`src/rtl/lscn_pkg.sv`:
```
`timescale 1ns / 1ps
// ----------------------------------------------------------------------------
// lscn_pkg
// shared types and constants of the line sensor calibrate and normalize unit
// ----------------------------------------------------------------------------
package lscn_pkg;

   localparam int LIGHT_BITS      = 8;
   localparam int QUOT_BITS       = 8;
   localparam int RESET_LEVEL_BITS = 10;
   localparam int CSR_INDEX_BITS  = 8;
   localparam int CSR_DATA_BITS   = 8;

   localparam logic [CSR_INDEX_BITS-1:0] CSR_DARK_LEVEL    = 8'd0;
   localparam logic [CSR_INDEX_BITS-1:0] CSR_QUIET_TIMEOUT = 8'd1;

   localparam logic REQ_CALIBRATE = 1'b0;
   localparam logic REQ_MEASURE   = 1'b1;

   localparam logic [RESET_LEVEL_BITS-1:0] BLACK_RESET = 10'd850;
   localparam logic [RESET_LEVEL_BITS-1:0] WHITE_RESET = 10'd950;

   localparam logic [7:0] DARK_LEVEL_RESET     = 8'd100;
   localparam logic [7:0] QUIET_TIMEOUT_RESET  = 8'd20;
   localparam logic [7:0] TIMER_MAX            = 8'hff;
   localparam logic [LIGHT_BITS-1:0] LIGHT_MAX = 8'hff;
   localparam logic [LIGHT_BITS-1:0] LIGHT_MIN = 8'h00;

   localparam int MASK_LEFT_BLACK  = 0;
   localparam int MASK_RIGHT_BLACK = 1;
   localparam int MASK_LEFT_WHITE  = 2;
   localparam int MASK_RIGHT_WHITE = 3;
   localparam logic [3:0] MASK_ALL = 4'hf;

   typedef enum logic [2:0] {
      ST_IDLE,
      ST_CALC,
      ST_PREP,
      ST_DIVIDE,
      ST_FINISH
   } lscn_state_type;

endpackage

```
`src/rtl/lscn_if.sv`:
```
`timescale 1ns / 1ps
// ----------------------------------------------------------------------------
// lscn channel interfaces
// request, response and register write channels with valid/ready transfer
// ----------------------------------------------------------------------------
interface lscn_req_if #(parameter int SAMPLE_BITS = 10);
   logic                   valid;
   logic                   ready;
   logic                   req_type;
   logic [SAMPLE_BITS-1:0] left_sample;
   logic [SAMPLE_BITS-1:0] right_sample;

   modport source (output valid, output req_type, output left_sample,
                   output right_sample, input ready);
   modport sink   (input valid, input req_type, input left_sample,
                   input right_sample, output ready);
endinterface

interface lscn_rsp_if;
   logic       valid;
   logic       ready;
   logic [7:0] left_light;
   logic [7:0] right_light;
   logic       calibrated;
   logic       dark;

   modport source (output valid, output left_light, output right_light,
                   output calibrated, output dark, input ready);
   modport sink   (input valid, input left_light, input right_light,
                   input calibrated, input dark, output ready);
endinterface

interface lscn_csr_if;
   logic       valid;
   logic       ready;
   logic [7:0] index;
   logic [7:0] data;

   modport source (output valid, output index, output data, input ready);
   modport sink   (input valid, input index, input data, output ready);
endinterface

```
`src/rtl/lscn_div.sv`:
```
`timescale 1ns / 1ps
// ----------------------------------------------------------------------------
// lscn_div
// restoring divider, one quotient bit per cycle, 8-bit quotient
// ----------------------------------------------------------------------------
module lscn_div import lscn_pkg::*; #(
   parameter int DIVISOR_BITS = 10
) (
   input  logic                              clock,
   input  logic                              reset,
   input  logic                              start,
   input  logic [DIVISOR_BITS+QUOT_BITS-1:0] numer,
   input  logic [DIVISOR_BITS-1:0]           denom,
   output logic [QUOT_BITS-1:0]              quotient,
   output logic                              done
);

   localparam int STEP_BITS = $clog2(QUOT_BITS);
   localparam logic [STEP_BITS-1:0] STEP_LAST = STEP_BITS'(QUOT_BITS - 1);

   logic                    busy_ff,  busy_in;
   logic                    done_ff,  done_in;
   logic [STEP_BITS-1:0]    step_ff,  step_in;
   logic [DIVISOR_BITS-1:0] rem_ff,   rem_in;
   logic [DIVISOR_BITS-1:0] denom_ff, denom_in;
   logic [QUOT_BITS-1:0]    quot_ff,  quot_in;

   logic [DIVISOR_BITS:0]   trial;
   logic [DIVISOR_BITS:0]   trial_diff;
   logic                    trial_ge;

   always_comb begin
      trial      = {rem_ff, quot_ff[QUOT_BITS-1]};
      trial_ge   = trial >= {1'b0, denom_ff};
      trial_diff = trial - {1'b0, denom_ff};

      busy_in  = busy_ff;
      done_in  = 1'b0;
      step_in  = step_ff;
      rem_in   = rem_ff;
      denom_in = denom_ff;
      quot_in  = quot_ff;

      if (start) begin
         busy_in  = 1'b1;
         step_in  = '0;
         rem_in   = numer[DIVISOR_BITS+QUOT_BITS-1:QUOT_BITS];
         quot_in  = numer[QUOT_BITS-1:0];
         denom_in = denom;
      end else if (busy_ff) begin
         rem_in  = trial_ge ? trial_diff[DIVISOR_BITS-1:0] : trial[DIVISOR_BITS-1:0];
         quot_in = {quot_ff[QUOT_BITS-2:0], trial_ge};
         step_in = step_ff + 1'b1;
         if (step_ff == STEP_LAST) begin
            busy_in = 1'b0;
            done_in = 1'b1;
         end
      end
   end

   always_ff @(posedge clock) begin
      if (reset) begin
         busy_ff <= 1'b0;
         done_ff <= 1'b0;
         step_ff <= '0;
      end else begin
         busy_ff <= busy_in;
         done_ff <= done_in;
         step_ff <= step_in;
      end
      rem_ff   <= rem_in;
      denom_ff <= denom_in;
      quot_ff  <= quot_in;
   end

   assign quotient = quot_ff;
   assign done     = done_ff;

endmodule

```
`src/rtl/line_sensor_calibrate_normalize_unit.sv`:
```
`timescale 1ns / 1ps
// ----------------------------------------------------------------------------
// line_sensor_calibrate_normalize_unit
// two-channel line sensor conditioner: min/max calibration and normalization
//
// req_if carries one item per transfer: req_type (0 calibrate, 1 measure) and
// a left and right raw sample. every item gives exactly one rsp_if transfer
// with left_light, right_light, calibrated and dark.
// csr_if writes the dark level (index 0) and quiet_timeout (index 1); it is
// always ready, and writes are expected only while the unit is idle.
// one item at a time: req_if.ready is high only in the idle state.
// calibrate item: ST_CALC updates levels, mask and timer; ST_FINISH then
// loads the response register and returns to idle.
// measure item: each channel passes ST_PREP, which clamps the sample or
// starts the shared divider (start, 8 quotient bits, done) and waits in
// ST_DIVIDE; after the right channel, ST_FINISH loads the response register.
// the response sits in an output register, so the next item is taken while
// a response waits; a stalled receiver holds the unit in its final state.
// reset restores the levels (850 black, 950 white), the registers, clears
// the mask and timer and sets the held lights to 255.
// ----------------------------------------------------------------------------
module line_sensor_calibrate_normalize_unit import lscn_pkg::*; #(
   parameter int SAMPLE_BITS = 10
) (
   input  logic        clock,
   input  logic        reset,
   lscn_req_if.sink    req_if,
   lscn_rsp_if.source  rsp_if,
   lscn_csr_if.sink    csr_if
);

   localparam int LEVEL_BITS = (SAMPLE_BITS > RESET_LEVEL_BITS) ? SAMPLE_BITS : RESET_LEVEL_BITS;
   localparam int NUMER_BITS = LEVEL_BITS + QUOT_BITS;
   localparam logic [LEVEL_BITS-1:0] BLACK_INIT = LEVEL_BITS'(BLACK_RESET);
   localparam logic [LEVEL_BITS-1:0] WHITE_INIT = LEVEL_BITS'(WHITE_RESET);

   lscn_state_type state_ff, state_in;

   logic                  mode_ff,         mode_in;
   logic                  chan_ff,         chan_in;
   logic [LEVEL_BITS-1:0] left_sample_ff,  left_sample_in;
   logic [LEVEL_BITS-1:0] right_sample_ff, right_sample_in;
   logic [LEVEL_BITS-1:0] left_black_ff,   left_black_in;
   logic [LEVEL_BITS-1:0] left_white_ff,   left_white_in;
   logic [LEVEL_BITS-1:0] right_black_ff,  right_black_in;
   logic [LEVEL_BITS-1:0] right_white_ff,  right_white_in;
   logic [7:0]            timer_ff,        timer_in;
   logic [3:0]            mask_ff,         mask_in;
   logic [LIGHT_BITS-1:0] held_left_ff,    held_left_in;
   logic [LIGHT_BITS-1:0] held_right_ff,   held_right_in;
   logic                  cal_ff,          cal_in;
   logic [7:0]            threshold_ff,    threshold_in;
   logic [7:0]            timeout_ff,      timeout_in;
   logic                  rsp_valid_ff,    rsp_valid_in;
   logic [LIGHT_BITS-1:0] rsp_left_ff,     rsp_left_in;
   logic [LIGHT_BITS-1:0] rsp_right_ff,    rsp_right_in;
   logic                  rsp_cal_ff,      rsp_cal_in;
   logic                  rsp_dark_ff,     rsp_dark_in;

   logic [LEVEL_BITS-1:0] sel_sample;
   logic [LEVEL_BITS-1:0] sel_black;
   logic [LEVEL_BITS-1:0] sel_white;
   logic [LEVEL_BITS-1:0] span_num;
   logic [NUMER_BITS-1:0] div_numer;
   logic [LEVEL_BITS-1:0] div_denom;
   logic                  div_start;
   logic [QUOT_BITS-1:0]  div_quot;
   logic                  div_done;
   logic                  store_en;
   logic [LIGHT_BITS-1:0] store_val;
   logic                  ext_lb, ext_rb, ext_lw, ext_rw;
   logic [3:0]            mask_new;
   logic [7:0]            timer_new;

   lscn_div #(
      .DIVISOR_BITS (LEVEL_BITS)
   ) u_div (
      .clock    (clock),
      .reset    (reset),
      .start    (div_start),
      .numer    (div_numer),
      .denom    (div_denom),
      .quotient (div_quot),
      .done     (div_done)
   );

   always_comb begin
      sel_sample = chan_ff ? right_sample_ff : left_sample_ff;
      sel_black  = chan_ff ? right_black_ff  : left_black_ff;
      sel_white  = chan_ff ? right_white_ff  : left_white_ff;
      span_num   = sel_sample - sel_black;
      div_numer  = {span_num, {QUOT_BITS{1'b0}}} - NUMER_BITS'(span_num);
      div_denom  = sel_white - sel_black;

      ext_lb    = left_sample_ff  < left_black_ff;
      ext_rb    = right_sample_ff < right_black_ff;
      ext_lw    = left_sample_ff  > left_white_ff;
      ext_rw    = right_sample_ff > right_white_ff;
      mask_new  = mask_ff;
      mask_new[MASK_LEFT_BLACK]  = mask_ff[MASK_LEFT_BLACK]  | ext_lb;
      mask_new[MASK_RIGHT_BLACK] = mask_ff[MASK_RIGHT_BLACK] | ext_rb;
      mask_new[MASK_LEFT_WHITE]  = mask_ff[MASK_LEFT_WHITE]  | ext_lw;
      mask_new[MASK_RIGHT_WHITE] = mask_ff[MASK_RIGHT_WHITE] | ext_rw;
      if (ext_lb || ext_rb || ext_lw || ext_rw) begin
         timer_new = 8'd1;
      end else if (timer_ff == TIMER_MAX) begin
         timer_new = TIMER_MAX;
      end else begin
         timer_new = timer_ff + 8'd1;
      end

      state_in        = state_ff;
      mode_in         = mode_ff;
      chan_in         = chan_ff;
      left_sample_in  = left_sample_ff;
      right_sample_in = right_sample_ff;
      left_black_in   = left_black_ff;
      left_white_in   = left_white_ff;
      right_black_in  = right_black_ff;
      right_white_in  = right_white_ff;
      timer_in        = timer_ff;
      mask_in         = mask_ff;
      held_left_in    = held_left_ff;
      held_right_in   = held_right_ff;
      cal_in          = cal_ff;
      threshold_in    = threshold_ff;
      timeout_in      = timeout_ff;
      rsp_valid_in    = rsp_valid_ff;
      rsp_left_in     = rsp_left_ff;
      rsp_right_in    = rsp_right_ff;
      rsp_cal_in      = rsp_cal_ff;
      rsp_dark_in     = rsp_dark_ff;
      div_start       = 1'b0;
      store_en        = 1'b0;
      store_val       = LIGHT_MIN;

      if (csr_if.valid) begin
         unique case (csr_if.index)
            CSR_DARK_LEVEL:    threshold_in = csr_if.data;
            CSR_QUIET_TIMEOUT: timeout_in   = csr_if.data;
            default: ;
         endcase
      end

      if (rsp_valid_ff && rsp_if.ready) begin
         rsp_valid_in = 1'b0;
      end

      unique case (state_ff)
         ST_IDLE: begin
            if (req_if.valid) begin
               mode_in         = req_if.req_type;
               chan_in         = 1'b0;
               left_sample_in  = LEVEL_BITS'(req_if.left_sample);
               right_sample_in = LEVEL_BITS'(req_if.right_sample);
               state_in        = (req_if.req_type == REQ_MEASURE) ? ST_PREP : ST_CALC;
            end
         end
         ST_CALC: begin
            if (ext_lb) left_black_in  = left_sample_ff;
            if (ext_rb) right_black_in = right_sample_ff;
            if (ext_lw) left_white_in  = left_sample_ff;
            if (ext_rw) right_white_in = right_sample_ff;
            mask_in  = mask_new;
            timer_in = timer_new;
            cal_in   = (mask_new == MASK_ALL) && (timer_new > timeout_ff);
            state_in = ST_FINISH;
         end
         ST_PREP: begin
            timer_in = '0;
            mask_in  = '0;
            cal_in   = 1'b1;
            if (sel_sample <= sel_black) begin
               store_en  = 1'b1;
               store_val = LIGHT_MIN;
            end else if (sel_sample >= sel_white) begin
               store_en  = 1'b1;
               store_val = LIGHT_MAX;
            end else begin
               div_start = 1'b1;
               state_in  = ST_DIVIDE;
            end
         end
         ST_DIVIDE: begin
            if (div_done) begin
               store_en  = 1'b1;
               store_val = div_quot;
            end
         end
         ST_FINISH: begin
            if (!rsp_valid_ff || rsp_if.ready) begin
               rsp_valid_in = 1'b1;
               rsp_left_in  = held_left_ff;
               rsp_right_in = held_right_ff;
               rsp_cal_in   = cal_ff;
               rsp_dark_in  = (mode_ff == REQ_CALIBRATE) ||
                              (held_left_ff < threshold_ff) ||
                              (held_right_ff < threshold_ff);
               state_in     = ST_IDLE;
            end
         end
         default: state_in = ST_IDLE;
      endcase

      if (store_en) begin
         if (chan_ff) begin
            held_right_in = store_val;
            state_in      = ST_FINISH;
         end else begin
            held_left_in = store_val;
            chan_in      = 1'b1;
            state_in     = ST_PREP;
         end
      end
   end

   always_ff @(posedge clock) begin
      if (reset) begin
         state_ff <= ST_IDLE;
      end else begin
         state_ff <= state_in;
      end
   end

   always_ff @(posedge clock) begin
      if (reset) begin
         left_black_ff  <= BLACK_INIT;
         left_white_ff  <= WHITE_INIT;
         right_black_ff <= BLACK_INIT;
         right_white_ff <= WHITE_INIT;
         timer_ff       <= '0;
         mask_ff        <= '0;
         held_left_ff   <= LIGHT_MAX;
         held_right_ff  <= LIGHT_MAX;
         threshold_ff   <= DARK_LEVEL_RESET;
         timeout_ff     <= QUIET_TIMEOUT_RESET;
         rsp_valid_ff   <= 1'b0;
         chan_ff        <= 1'b0;
         mode_ff        <= REQ_CALIBRATE;
         cal_ff         <= 1'b0;
      end else begin
         left_black_ff  <= left_black_in;
         left_white_ff  <= left_white_in;
         right_black_ff <= right_black_in;
         right_white_ff <= right_white_in;
         timer_ff       <= timer_in;
         mask_ff        <= mask_in;
         held_left_ff   <= held_left_in;
         held_right_ff  <= held_right_in;
         threshold_ff   <= threshold_in;
         timeout_ff     <= timeout_in;
         rsp_valid_ff   <= rsp_valid_in;
         chan_ff        <= chan_in;
         mode_ff        <= mode_in;
         cal_ff         <= cal_in;
      end
      left_sample_ff  <= left_sample_in;
      right_sample_ff <= right_sample_in;
      rsp_left_ff     <= rsp_left_in;
      rsp_right_ff    <= rsp_right_in;
      rsp_cal_ff      <= rsp_cal_in;
      rsp_dark_ff     <= rsp_dark_in;
   end

   assign req_if.ready       = (state_ff == ST_IDLE);
   assign csr_if.ready       = 1'b1;
   assign rsp_if.valid       = rsp_valid_ff;
   assign rsp_if.left_light  = rsp_left_ff;
   assign rsp_if.right_light = rsp_right_ff;
   assign rsp_if.calibrated  = rsp_cal_ff;
   assign rsp_if.dark        = rsp_dark_ff;

   // levels stay ordered, so the divisor is never zero
   a_left_order: assert property (@(posedge clock) disable iff (reset)
      left_black_ff < left_white_ff)
      else $error("left black level not below white level");

   a_right_order: assert property (@(posedge clock) disable iff (reset)
      right_black_ff < right_white_ff)
      else $error("right black level not below white level");

   a_uncal_dark: assert property (@(posedge clock) disable iff (reset)
      rsp_valid_ff && !rsp_cal_ff |-> rsp_dark_ff)
      else $error("uncalibrated response without dark");

   a_div_done: assert property (@(posedge clock) disable iff (reset)
      div_done |-> state_ff == ST_DIVIDE)
      else $error("divider finished outside the divide state");

   a_div_start: assert property (@(posedge clock) disable iff (reset)
      div_start |=> state_ff == ST_DIVIDE && !div_done)
      else $error("divider start not followed by divide state");

endmodule

```
`src/flat_wrapper.sv`:
```
// flat-port wrapper written by rule: the top's interface ports become plain ports
module line_sensor_calibrate_normalize_unit_flat import lscn_pkg::*;
#(
   parameter int SAMPLE_BITS = 10
)
  (clock, reset, req_if_valid, req_if_req_type, req_if_left_sample, req_if_right_sample, req_if_ready, rsp_if_valid, rsp_if_left_light, rsp_if_right_light, rsp_if_calibrated, rsp_if_dark, rsp_if_ready, csr_if_valid, csr_if_index, csr_if_data, csr_if_ready);
  lscn_req_if #(.SAMPLE_BITS(SAMPLE_BITS)) req_if_i ();
  lscn_rsp_if rsp_if_i ();
  lscn_csr_if csr_if_i ();
  input  logic clock;
  input  logic reset;
  input wire logic [$bits(req_if_i.valid)-1:0] req_if_valid;
  input wire logic [$bits(req_if_i.req_type)-1:0] req_if_req_type;
  input wire logic [$bits(req_if_i.left_sample)-1:0] req_if_left_sample;
  input wire logic [$bits(req_if_i.right_sample)-1:0] req_if_right_sample;
  output wire logic [$bits(req_if_i.ready)-1:0] req_if_ready;
  output wire logic [$bits(rsp_if_i.valid)-1:0] rsp_if_valid;
  output wire logic [$bits(rsp_if_i.left_light)-1:0] rsp_if_left_light;
  output wire logic [$bits(rsp_if_i.right_light)-1:0] rsp_if_right_light;
  output wire logic [$bits(rsp_if_i.calibrated)-1:0] rsp_if_calibrated;
  output wire logic [$bits(rsp_if_i.dark)-1:0] rsp_if_dark;
  input wire logic [$bits(rsp_if_i.ready)-1:0] rsp_if_ready;
  input wire logic [$bits(csr_if_i.valid)-1:0] csr_if_valid;
  input wire logic [$bits(csr_if_i.index)-1:0] csr_if_index;
  input wire logic [$bits(csr_if_i.data)-1:0] csr_if_data;
  output wire logic [$bits(csr_if_i.ready)-1:0] csr_if_ready;
  assign req_if_i.valid = req_if_valid;
  assign req_if_i.req_type = req_if_req_type;
  assign req_if_i.left_sample = req_if_left_sample;
  assign req_if_i.right_sample = req_if_right_sample;
  assign req_if_ready = req_if_i.ready;
  assign rsp_if_valid = rsp_if_i.valid;
  assign rsp_if_left_light = rsp_if_i.left_light;
  assign rsp_if_right_light = rsp_if_i.right_light;
  assign rsp_if_calibrated = rsp_if_i.calibrated;
  assign rsp_if_dark = rsp_if_i.dark;
  assign rsp_if_i.ready = rsp_if_ready;
  assign csr_if_i.valid = csr_if_valid;
  assign csr_if_i.index = csr_if_index;
  assign csr_if_i.data = csr_if_data;
  assign csr_if_ready = csr_if_i.ready;
  line_sensor_calibrate_normalize_unit #(.SAMPLE_BITS(SAMPLE_BITS)) u_core (.clock(clock), .reset(reset), .req_if(req_if_i), .rsp_if(rsp_if_i), .csr_if(csr_if_i));
endmodule
```
`config.mk`:
```
export PLATFORM = sky130hd
export DESIGN_NAME = line_sensor_calibrate_normalize_unit_flat
export DESIGN_NICKNAME = d
export VERILOG_FILES = /design/src/rtl/lscn_pkg.sv /design/src/rtl/lscn_if.sv /design/src/rtl/lscn_div.sv /design/src/rtl/line_sensor_calibrate_normalize_unit.sv /design/src/flat_wrapper.sv
export SDC_FILE = /design/constraint.sdc
export NUM_CORES = 1
export LEC_CHECK = 0
export BUFFER_PORTS_ARGS = -buffer_cell sky130_fd_sc_hd__buf_2
export CORE_MARGIN = 3
export CORE_UTILIZATION = 53
export CTS_CLUSTER_DIAMETER = 40
export CTS_CLUSTER_SIZE = 28
export DETAILED_ROUTE_END_ITERATION = 16
export PLACE_DENSITY_LB_ADDON = 0.15
export SLEW_MARGIN = 20
export SYNTH_ARGS = -nofsm -noshare
export SYNTH_HDL_FRONTEND = slang
export SYNTH_HIERARCHICAL = 1
export SYNTH_SLANG_ARGS = --single-unit
export TNS_END_PERCENT = 5
```
`constraint.sdc`:
```
create_clock -name clock -period 7.3 [get_ports clock]
set_input_delay 1.46 -clock clock [delete_from_list [all_inputs] [get_ports clock]]
set_output_delay 1.46 -clock clock [all_outputs]
set_load 0.02 [all_outputs]
```
==> results of run 1 <==
stage by stage:
stage               setup WS, ns  power (mW)  hold slack (ns)
global placement            2.28        1.64            0.420
finish                      1.99        2.56            0.437
global route                1.53        2.69            0.439
detailed placement          2.16        1.65            0.422
floorplan                   2.36        1.50            0.409
CTS                         2.06        2.58            0.433
cell families after synthesis:
| kind of cell | share of synthesized area [%] |
|---|---|
| other | 0.0378 |
| and+or+nand+nor | 14.6 |
| AOI/OAI and AO/OA | 16.1 |
| adders and majority gates | 13.9 |
| muxes | 7.61 |
| xor gates and xnor gates | 2.92 |
| buffers and inverters | 5.44 |
| DFF | 39.4 |
placed cells by master (no fill, tap or decap), types with 4 or more instances in the layout:
cell type	n
ha_1	105
dfxtp_1	96
inv_1	95
nor2_1	79
nand2_1	72
edfxtp_1	66
a21oi_1	65
buf_2	61
o21ai_0	60
mux2i_1	54
nor3_1	33
o211ai_1	23
nand2b_1	22
mux2_2	19
clkbuf_16	17
a21o_1	17
xnor2_1	17
a211oi_1	16
xor2_1	16
nand4_1	14
o21a_1	12
nand3_1	12
nor2b_1	12
and3_1	11
a31oi_1	8
buf_4	8
nand3b_1	7
inv_8	6
a211o_1	5
clkinv_8	4
or2_2	4
o21ai_1	4
report_power, final:
group          switching (mW)  internal, mW  total (mW)  leakage, nW
sequential             0.0485          1.00        1.05         1.37
combinational           0.352         0.240       0.593         3.06
clock                   0.450         0.472       0.922        0.301
layer usage:
metal / vias up / track usage (%)
li1: 3867 / -
met1: 3622 / 32.9
met2: 175 / 35.8
met3: 30 / 3.58
met4: 0 / 6.60
met5: - / 0
how the worst max path moves through the flow:
stage / cells past startpoint / to
floorplan: 20 / u_core/u_div/rem_ff[8]
global placement: 18 / u_core/u_div/rem_ff[8]
detailed placement: 18 / u_core/u_div/rem_ff[8]
CTS: 18 / u_core/u_div/rem_ff[8]
global route: 18 / u_core/u_div/rem_ff[8]
finish: 18 / u_core/u_div/rem_ff[8]
state kept, by name (all words and copies together), names as in the netlist, 4 cells and up:
signal                     flops
u_core/u_div/denom_ff         10
u_core/right_sample_ff        10
u_core/left_white_ff          10
u_core/right_black_ff         10
u_core/right_white_ff         10
u_core/u_div/rem_ff           10
u_core/mask_ff                 4
u_core/timer_ff                8
u_core/held_left_ff            8
u_core/threshold_ff            8
u_core/u_div/quotient          8
u_core/rsp_if.right_light      8
u_core/left_black_ff          10
u_core/left_sample_ff         10
u_core/timeout_ff              8
u_core/held_right_ff           8
u_core/rsp_if.left_light       8
worst register-to-register path, stage by stage (launching register included):
cell	delay, ns
dfxtp_1	0.78
buf_4	0.44
mux2i_1	0.33
ha_1	0.24
inv_1	0.06
fa_1	0.41
a21o_1	0.24
a221oi_2	0.41
o21bai_1	0.10
a21oi_1	0.19
xor2_1	0.16
ha_1	0.21
a21o_1	0.18
nor2_1	0.21
nand3_1	0.17
or2_1	0.29
nor3_1	0.22
xnor2_1	0.09
a221o_1	0.32
final cells by class:
type                       instances  area, sq um  area share [%]
inverter                          95          357            3.24
clock buffer                      17          425            3.87
multi-input combinational        749         5470            49.7
clock inverter                    15          191            1.74
timing repair buffer              69          365            3.32
tap                              229          287            2.60
sequential                       162         3900            35.5
==> impl_metrics.json, run 1 <==
{
  "drc": 0,
  "hold_depth": 0,
  "start_kind": "flip-flop",
  "powerDensity_nw_per_um2": 233,
  "n_antenna_cell": 0,
  "start_util_pct": 54.6,
  "required_ns": 7.48,
  "first_global_vias": 7248,
  "grt_usage_pct": 22.9,
  "p_leak_nw": 4.74,
  "wl_met2_um": 10500,
  "postLayoutCellArea_sq_um": 11000,
  "dp_hpwl_um": 16800,
  "pin_count": 63,
  "syn-num-nets": 1196,
  "ant_nets": 0,
  "row_count": 49,
  "crit_path_cell_trace": "buf_4 -> mux2i_1 -> ha_1 -> inv_1 -> fa_1 -> a21o_1 -> a221oi_2 -> o21bai_1 -> a21oi_1 -> xor2_1 -> ha_1 -> a21o_1 -> nor2_1 -> nand3_1 -> or2_1 -> nor3_1 -> xnor2_1 -> a221o_1",
  "antenna_found_initial": 0,
  "max_stage_delay_ns": 0.78,
  "min-delay-start": "u_core/cal_ff",
  "finalCriticalPeriod_ns": 5.31,
  "status": "finished clean",
  "clk_latency_ns": 0.43,
  "yosysSeqAreaShare_pct": 39.4,
  "synth_most_common_cell": "ha_1",
  "fmax_ghz": 0.188,
  "via_per_inst": 5.76,
  "reg2regPathDepth": 18,
  "synth-seq-cells": 162,
  "setup-violations-final": 0,
  "max_cap_violations": 0,
  "r2r-end": "u_core/u_div/rem_ff[8]",
  "worst_pin_slew_ns": 1.08,
  "fp.dieH_um": 143,
  "cts_buffer_depth": 2,
  "crit_type": "flip-flop to flip-flop",
  "netlist_top_cells_area": "edfxtp_1 20%, dfxtp_1 19%, ha_1 13%",
  "worstPathArrival_ns": 5.48,
  "synth_edf_count": 66,
  "syn_inst": 1046,
  "cts_resized": 0,
  "crit_slowest_cell": "dfxtp_1",
  "postCtsSetupBuffers": 0,
  "grt_setup_unrepaired": "false",
  "clk_pin_slew_ns": 0.08,
  "tritoncts": "done",
  "fin_util_pct": 60.6,
  "synth_top_cell_by_area": "edfxtp_1",
  "nets": 1244,
  "drive_gt1_share_pct": 13.1,
  "drt_iter0_markers": 572,
  "crit_start": "u_core/chan_ff",
  "relSlewSlack_pct": 27.7,
  "die_area_sq_um": 20400,
  "clock_sinks": 162,
  "cp_max_fo": 27,
  "via_count": 7694,
  "wl_met1_um": 11100,
  "port-buffer-count": 61,
  "grt_pass1_wl_um": 37200,
  "place_area_sq_um": 10400,
  "hold_buffers": 0,
  "fillers": 1566,
  "grt_max_degree": 76,
  "finalHoldViolations": 0,
  "worst_hold_path_type": "flip-flop to flip-flop",
  "cp-end-kind": "flip-flop",
  "wl_per_cell_um": 17.0,
  "top_layer": "met4",
  "dp.cells": 1304,
  "reg2reg_from": "u_core/chan_ff",
  "netlist.area_leader.share_pct": 20.0,
  "fin_crit_sh_pct": 72.7,
  "fin_cells": 1336,
  "ir_drop_mv": 0.181,
  "fin_skew_ns": 0.00905,
  "wl_met3_um": 740,
  "die_x_um": 143,
  "yosysWarnings": 6,
  "fin_setup_tns_ns": 0,
  "synth_commonest_cells": "105 x ha_1, 96 x dfxtp_1, 95 x inv_1, 79 x nor2_1, 72 x nand2_1",
  "syn_area_per_cell_sq_um": 9.48,
  "synth_cell_types": 75,
  "cts-htree-levels": 4,
  "wl_um": 22700,
  "dr.pass1.iters": 5,
  "reg2reg_setup_slack_ns": 1.99,
  "gp_congestion": 0.909,
  "crit_family": "compound AO/OA/AOI/OAI gates",
  "cts-root-buf": "clkbuf_16",
  "area_growth_pct": 11.0,
  "ys.flop_type": "dfxtp_1",
  "cts_buffers": 17,
  "holdPathEnd": "u_core/rsp_if.calibrated",
  "slew_viol_final": 0,
  "async_flop_share_pct": 0,
  "core_sq_um": 18100,
  "gr-total-overflow": 0,
  "path_buf_inv": 2,
  "syn_area_sq_um": 9910
}
No activity file was read; power rests on OpenSTA's default activity.
==> run 2, diff against run 1 <==
Clock period 7.3 ns to 5.5 ns, I/O delays scaled along.
==> run 2 against run 1 <==
First-iteration DRC count is 23% lower. Hold slack better by 0.023 ns. Setup slack worse by 1.3 ns. Die area stayed put. Combinational power is 32% higher. Flip-flop and latch count stayed put.
==> impl_metrics.json, run 2 (synthesis gave the netlist of run 1 again) <==
{
  "start_util_pct": 54.6,
  "tritoncts": "done",
  "p_leak_nw": 4.74,
  "final_common_cell": "ha_1",
  "final_cell_mix": "105 x ha_1, 96 x dfxtp_1, 94 x inv_1",
  "core_sq_um": 18100,
  "clk_pin_slew_ns": 0.07,
  "grt_setup_unrepaired": "false",
  "finalHoldViolations": 0,
  "p_comb_share_pct": 23.1,
  "drc": 0,
  "via_count": 7626,
  "grt_pass1_wl_um": 37000,
  "drt_iter0_markers": 440,
  "max_cap_violations": 0,
  "cts_buffers": 17,
  "p_switching_mw": 1.12,
  "wl_met3_um": 837,
  "antenna_found_initial": 0,
  "relSlewSlack_pct": 36.4,
  "crit_type": "flip-flop to flip-flop",
  "worst_hold_path_type": "flip-flop to flip-flop",
  "fin_util_pct": 60.7,
  "clock_sinks": 162,
  "power.total_mw": 3.39,
  "nets": 1244,
  "cts-root-buf": "clkbuf_16",
  "top_layer": "met4",
  "worstPathArrival_ns": 4.95,
  "pwr-share-clk_pct": 35.9,
  "fmax_ghz": 0.210,
  "cts_resized": 0,
  "port-buffer-count": 61,
  "first_global_vias": 7288,
  "ir_drop_mv": 0.231,
  "dp_hpwl_um": 16900,
  "swShare_pct": 32.9,
  "fin_crit_sh_pct": 86.7,
  "hold_buffers": 0,
  "cp-end-kind": "flip-flop",
  "drive_gt1_share_pct": 13.2,
  "grt_max_degree": 75,
  "start_kind": "flip-flop",
  "die_area_sq_um": 20400,
  "cts-htree-levels": 4,
  "area_growth_pct": 11.1,
  "fillers": 1590,
  "wl_met2_um": 10600,
  "fin_setup_tns_ns": 0,
  "intPower_mw": 2.27,
  "die_x_um": 143,
  "clk_latency_ns": 0.43,
  "grt_usage_pct": 22.8,
  "via_per_inst": 5.71,
  "slew_viol_final": 0,
  "gp_congestion": 0.899,
  "postCtsSetupBuffers": 0,
  "worst_pin_slew_ns": 0.951,
  "wl_per_cell_um": 16.9,
  "required_ns": 5.68,
  "fp.dieH_um": 143,
  "finalCriticalPeriod_ns": 4.77,
  "wl_um": 22600,
  "pin_count": 63,
  "fin_skew_ns": 0.00872,
  "wl_met1_um": 10800,
  "dr.pass1.iters": 5,
  "cp_max_fo": 12,
  "row_count": 49,
  "n_antenna_cell": 0,
  "powerDensity_nw_per_um2": 308,
  "status": "finished clean",
  "gr-total-overflow": 0,
  "ant_nets": 0,
  "setup-violations-final": 0,
  "cts_buffer_depth": 2,
  "power_frac_seq_pct": 40.9
}
-- run 2: critical path, stage by stage, from the launching register on --
cell and delay (ns):
dfxtp_1 0.63, buf_4 0.26, mux2i_1 0.27, ha_1 0.35, a21o_1 0.22, a21o_1 0.19, o31a_1 0.30, o21ai_0 0.16
nand2b_1 0.08, xnor2_1 0.22, ha_1 0.32, a21o_1 0.22, nor2_1 0.20, nand3_1 0.17, or2_1 0.30, nor3_1 0.22
xnor2_1 0.09, a221o_1 0.31
-- run 2: worst paths after layout --
path                            slack [ns]  depth (start not counted)                  endpoint           start
worst max-delay path                  0.73                         17    u_core/u_div/rem_ff[8]  u_core/chan_ff
worst min-delay path                  0.46                          0  u_core/rsp_if.calibrated   u_core/cal_ff
worst max register to register        0.73                         17    u_core/u_div/rem_ff[8]  u_core/chan_ff
worst min register to register        0.46                          0  u_core/rsp_if.calibrated   u_core/cal_ff
-- run 2: layout make-up --
class	count	area (sq um)	area share (%)
tap	229	287	2.60
clock buffer	17	425	3.86
inverter	95	357	3.24
multi-input combinational	749	5480	49.8
sequential	162	3900	35.5
clock inverter	15	194	1.76
timing repair buffer	69	365	3.32
-- run 2: per-stage QoR --
| stage | setup slack (ns) | hold WS [ns] | instance area [sq um] | instances |
|---|---|---|---|---|
| 6_report | 0.731 | 0.460 | 11000 | 1336 |
| 5_1_grt | 0.274 | 0.467 | 11000 | 1336 |
| 4_1_cts | 0.777 | 0.461 | 11000 | 1336 |
| 3_5_place_dp | 0.776 | 0.444 | 10400 | 1304 |
| 3_3_place_gp | 0.838 | 0.425 | 10400 | 1304 |
| 2_1_floorplan | 0.556 | 0.409 | 9910 | 1046 |
-- run 2: layer usage --
layer / global-route usage [%] / vias to the layer above
met2: 36.6 / 151
met5: 0 / -
met3: 3.75 / 30
met4: 6.80 / 0
met1: 31.9 / 3578
li1: - / 3867
-- run 2: power groups by stage --
| stage | Combinational, mW | Sequential, mW | Clock, mW |
|---|---|---|---|
| after floorplan | 0.603 | 1.39 | 0 |
| after global placement | 0.770 | 1.42 | 0 |
| after detailed placement | 0.778 | 1.42 | 0 |
| after CTS | 0.784 | 1.39 | 1.25 |
| after global routing | 0.879 | 1.40 | 1.30 |
| final | 0.785 | 1.39 | 1.22 |
==> run 3, diff against run 2 <==
Settings changed: CORE_UTILIZATION 53 to 55.
==> run 3 against run 2 <==
Critical path depth increased by 1. Sequential power about the same. Die area down 3.5%. Maximum frequency is 3.0% lower. Non-clock buffer count is 1 higher. Setup slack lost 0.15 ns. Sequential share of layout area is essentially flat. Critical endpoint unchanged.
==> impl_metrics.json, run 3 (synthesis gave the netlist of run 1 again) <==
{
  "slew_viol_final": 0,
  "wl_met3_um": 951,
  "final_common_cell": "ha_1",
  "via_count": 7624,
  "start_kind": "flip-flop",
  "pin_count": 63,
  "drc": 0,
  "relSlewSlack_pct": 37.4,
  "dr.pass1.iters": 5,
  "wl_per_cell_um": 17.3,
  "cts_buffers": 17,
  "drive_gt1_share_pct": 13.3,
  "setup-violations-final": 0,
  "clock_sinks": 162,
  "fin_util_pct": 62.9,
  "postLayoutCellArea_sq_um": 11000,
  "max_cap_violations": 0,
  "dp.cells": 1301,
  "ir_drop_mv": 0.228,
  "seq_area_sq_um": 3900,
  "status": "finished clean",
  "finalCriticalPeriod_ns": 4.92,
  "worstPathArrival_ns": 5.09,
  "row_count": 48,
  "swShare_pct": 31.9,
  "clk_latency_ns": 0.43,
  "grt_max_degree": 75,
  "worst_pin_slew_ns": 0.936,
  "start_util_pct": 56.7,
  "fin_cells": 1333,
  "first_global_vias": 7402,
  "worst_hold_slack_ns": 0.433,
  "dp_hpwl_um": 17200,
  "fp.dieH_um": 140,
  "wl_um": 23000,
  "tritoncts": "done",
  "die_x_um": 140,
  "cts-htree-levels": 4,
  "pwr-share-clk_pct": 35.6,
  "dp_slack_ns": 0.683,
  "final_cell_mix": "105 x ha_1, 96 x dfxtp_1, 94 x inv_1",
  "n_antenna_cell": 0,
  "intPower_mw": 2.30,
  "area_growth_pct": 10.9,
  "p_comb_share_pct": 23.2,
  "cts_buffer_depth": 2,
  "grt_usage_pct": 23.7,
  "p_leak_nw": 4.74,
  "ant_nets": 0,
  "fin_skew_ns": 0.0111,
  "drt_iter0_markers": 445,
  "cts-root-buf": "clkbuf_16",
  "wl_met1_um": 10900,
  "multi_input_area_sq_um": 5480,
  "worst_hold_path_type": "flip-flop to flip-flop",
  "gr-total-overflow": 0,
  "finalHoldViolations": 0,
  "wl_met2_um": 10700,
  "power.total_mw": 3.38,
  "required_ns": 5.67,
  "hold_buffers": 0,
  "antenna_found_initial": 0,
  "gp_congestion": 0.914,
  "cp_max_fo": 15,
  "power_frac_seq_pct": 41.2,
  "fin_crit_sh_pct": 89.4,
  "port-buffer-count": 61,
  "via_per_inst": 5.72,
  "clk_pin_slew_ns": 0.07,
  "nets": 1245,
  "top_layer": "met4",
  "crit_type": "flip-flop to flip-flop",
  "cts_resized": 0,
  "setup_ws_ns": 0.581,
  "fmax_ghz": 0.203,
  "powerDensity_nw_per_um2": 307,
  "cp-end-kind": "flip-flop",
  "grt_pass1_wl_um": 37700,
  "die_area_sq_um": 19700,
  "fin_setup_tns_ns": 0,
  "place_area_sq_um": 10400,
  "p_switching_mw": 1.08,
  "grt_setup_unrepaired": "false",
  "postCtsSetupBuffers": 0,
  "fillers": 1490,
  "core_sq_um": 17500
}
-- run 3: changes by cell type in the layout (fill, tap and decap cells not counted) --
cell | before | now
clkinv_8 | 4 | 1
bufinv_16 | 0 | 1
inv_6 | 1 | 4
clkinv_2 | 0 | 1
clkinv_4 | 1 | 2
buf_4 | 8 | 9
inv_12 | 2 | 1
inv_8 | 7 | 5
-- run 3: routing by layer --
layer  track usage (%)  vias up
li1                  -     3865
met1              32.7     3578
met2              38.2      148
met3              4.57       33
met4              6.78        0
met5                 0        -
-- run 3: final timing paths --
path	slack, ns	cells past startpoint	from	to
max	0.58	18	u_core/chan_ff	u_core/u_div/rem_ff[8]
min	0.43	0	u_core/cal_ff	u_core/rsp_if.calibrated
max reg2reg	0.58	18	u_core/chan_ff	u_core/u_div/rem_ff[8]
min reg2reg	0.43	0	u_core/cal_ff	u_core/rsp_if.calibrated
-- run 3: layout make-up --
class                   instances  area share [%]
clock buffers                  17            3.87
repair buffers                 70            3.39
multi-input cells             749            49.8
well taps                     225            2.56
clock inverters                15            1.60
flip-flops and latches        162            35.5
inverters                      95            3.24
-- run 3: worst max-delay path, stage by stage (launching register included) --
cell and delay (ns):
dfxtp_1 0.58, buf_4 0.28, buf_4 0.23, nand2_1 0.08, o21a_1 0.18, fa_1 0.48, a21o_1 0.23, a221oi_2 0.41
o21bai_1 0.12, a21oi_1 0.20, xor2_1 0.16, ha_1 0.22, a21o_1 0.17, nor2_1 0.19, nand3_1 0.18, or2_1 0.29
nor3_1 0.23, xnor2_1 0.10, a221o_1 0.31
-- run 3: power groups by stage --
stage          clock network [mW]  logic, mW  registers [mW]
2_1_floorplan                   0      0.603            1.39
3_3_place_gp                    0      0.766            1.41
3_5_place_dp                    0      0.777            1.42
4_1_cts                      1.23      0.783            1.39
5_1_grt                      1.27      0.886            1.40
6_report                     1.20      0.785            1.39
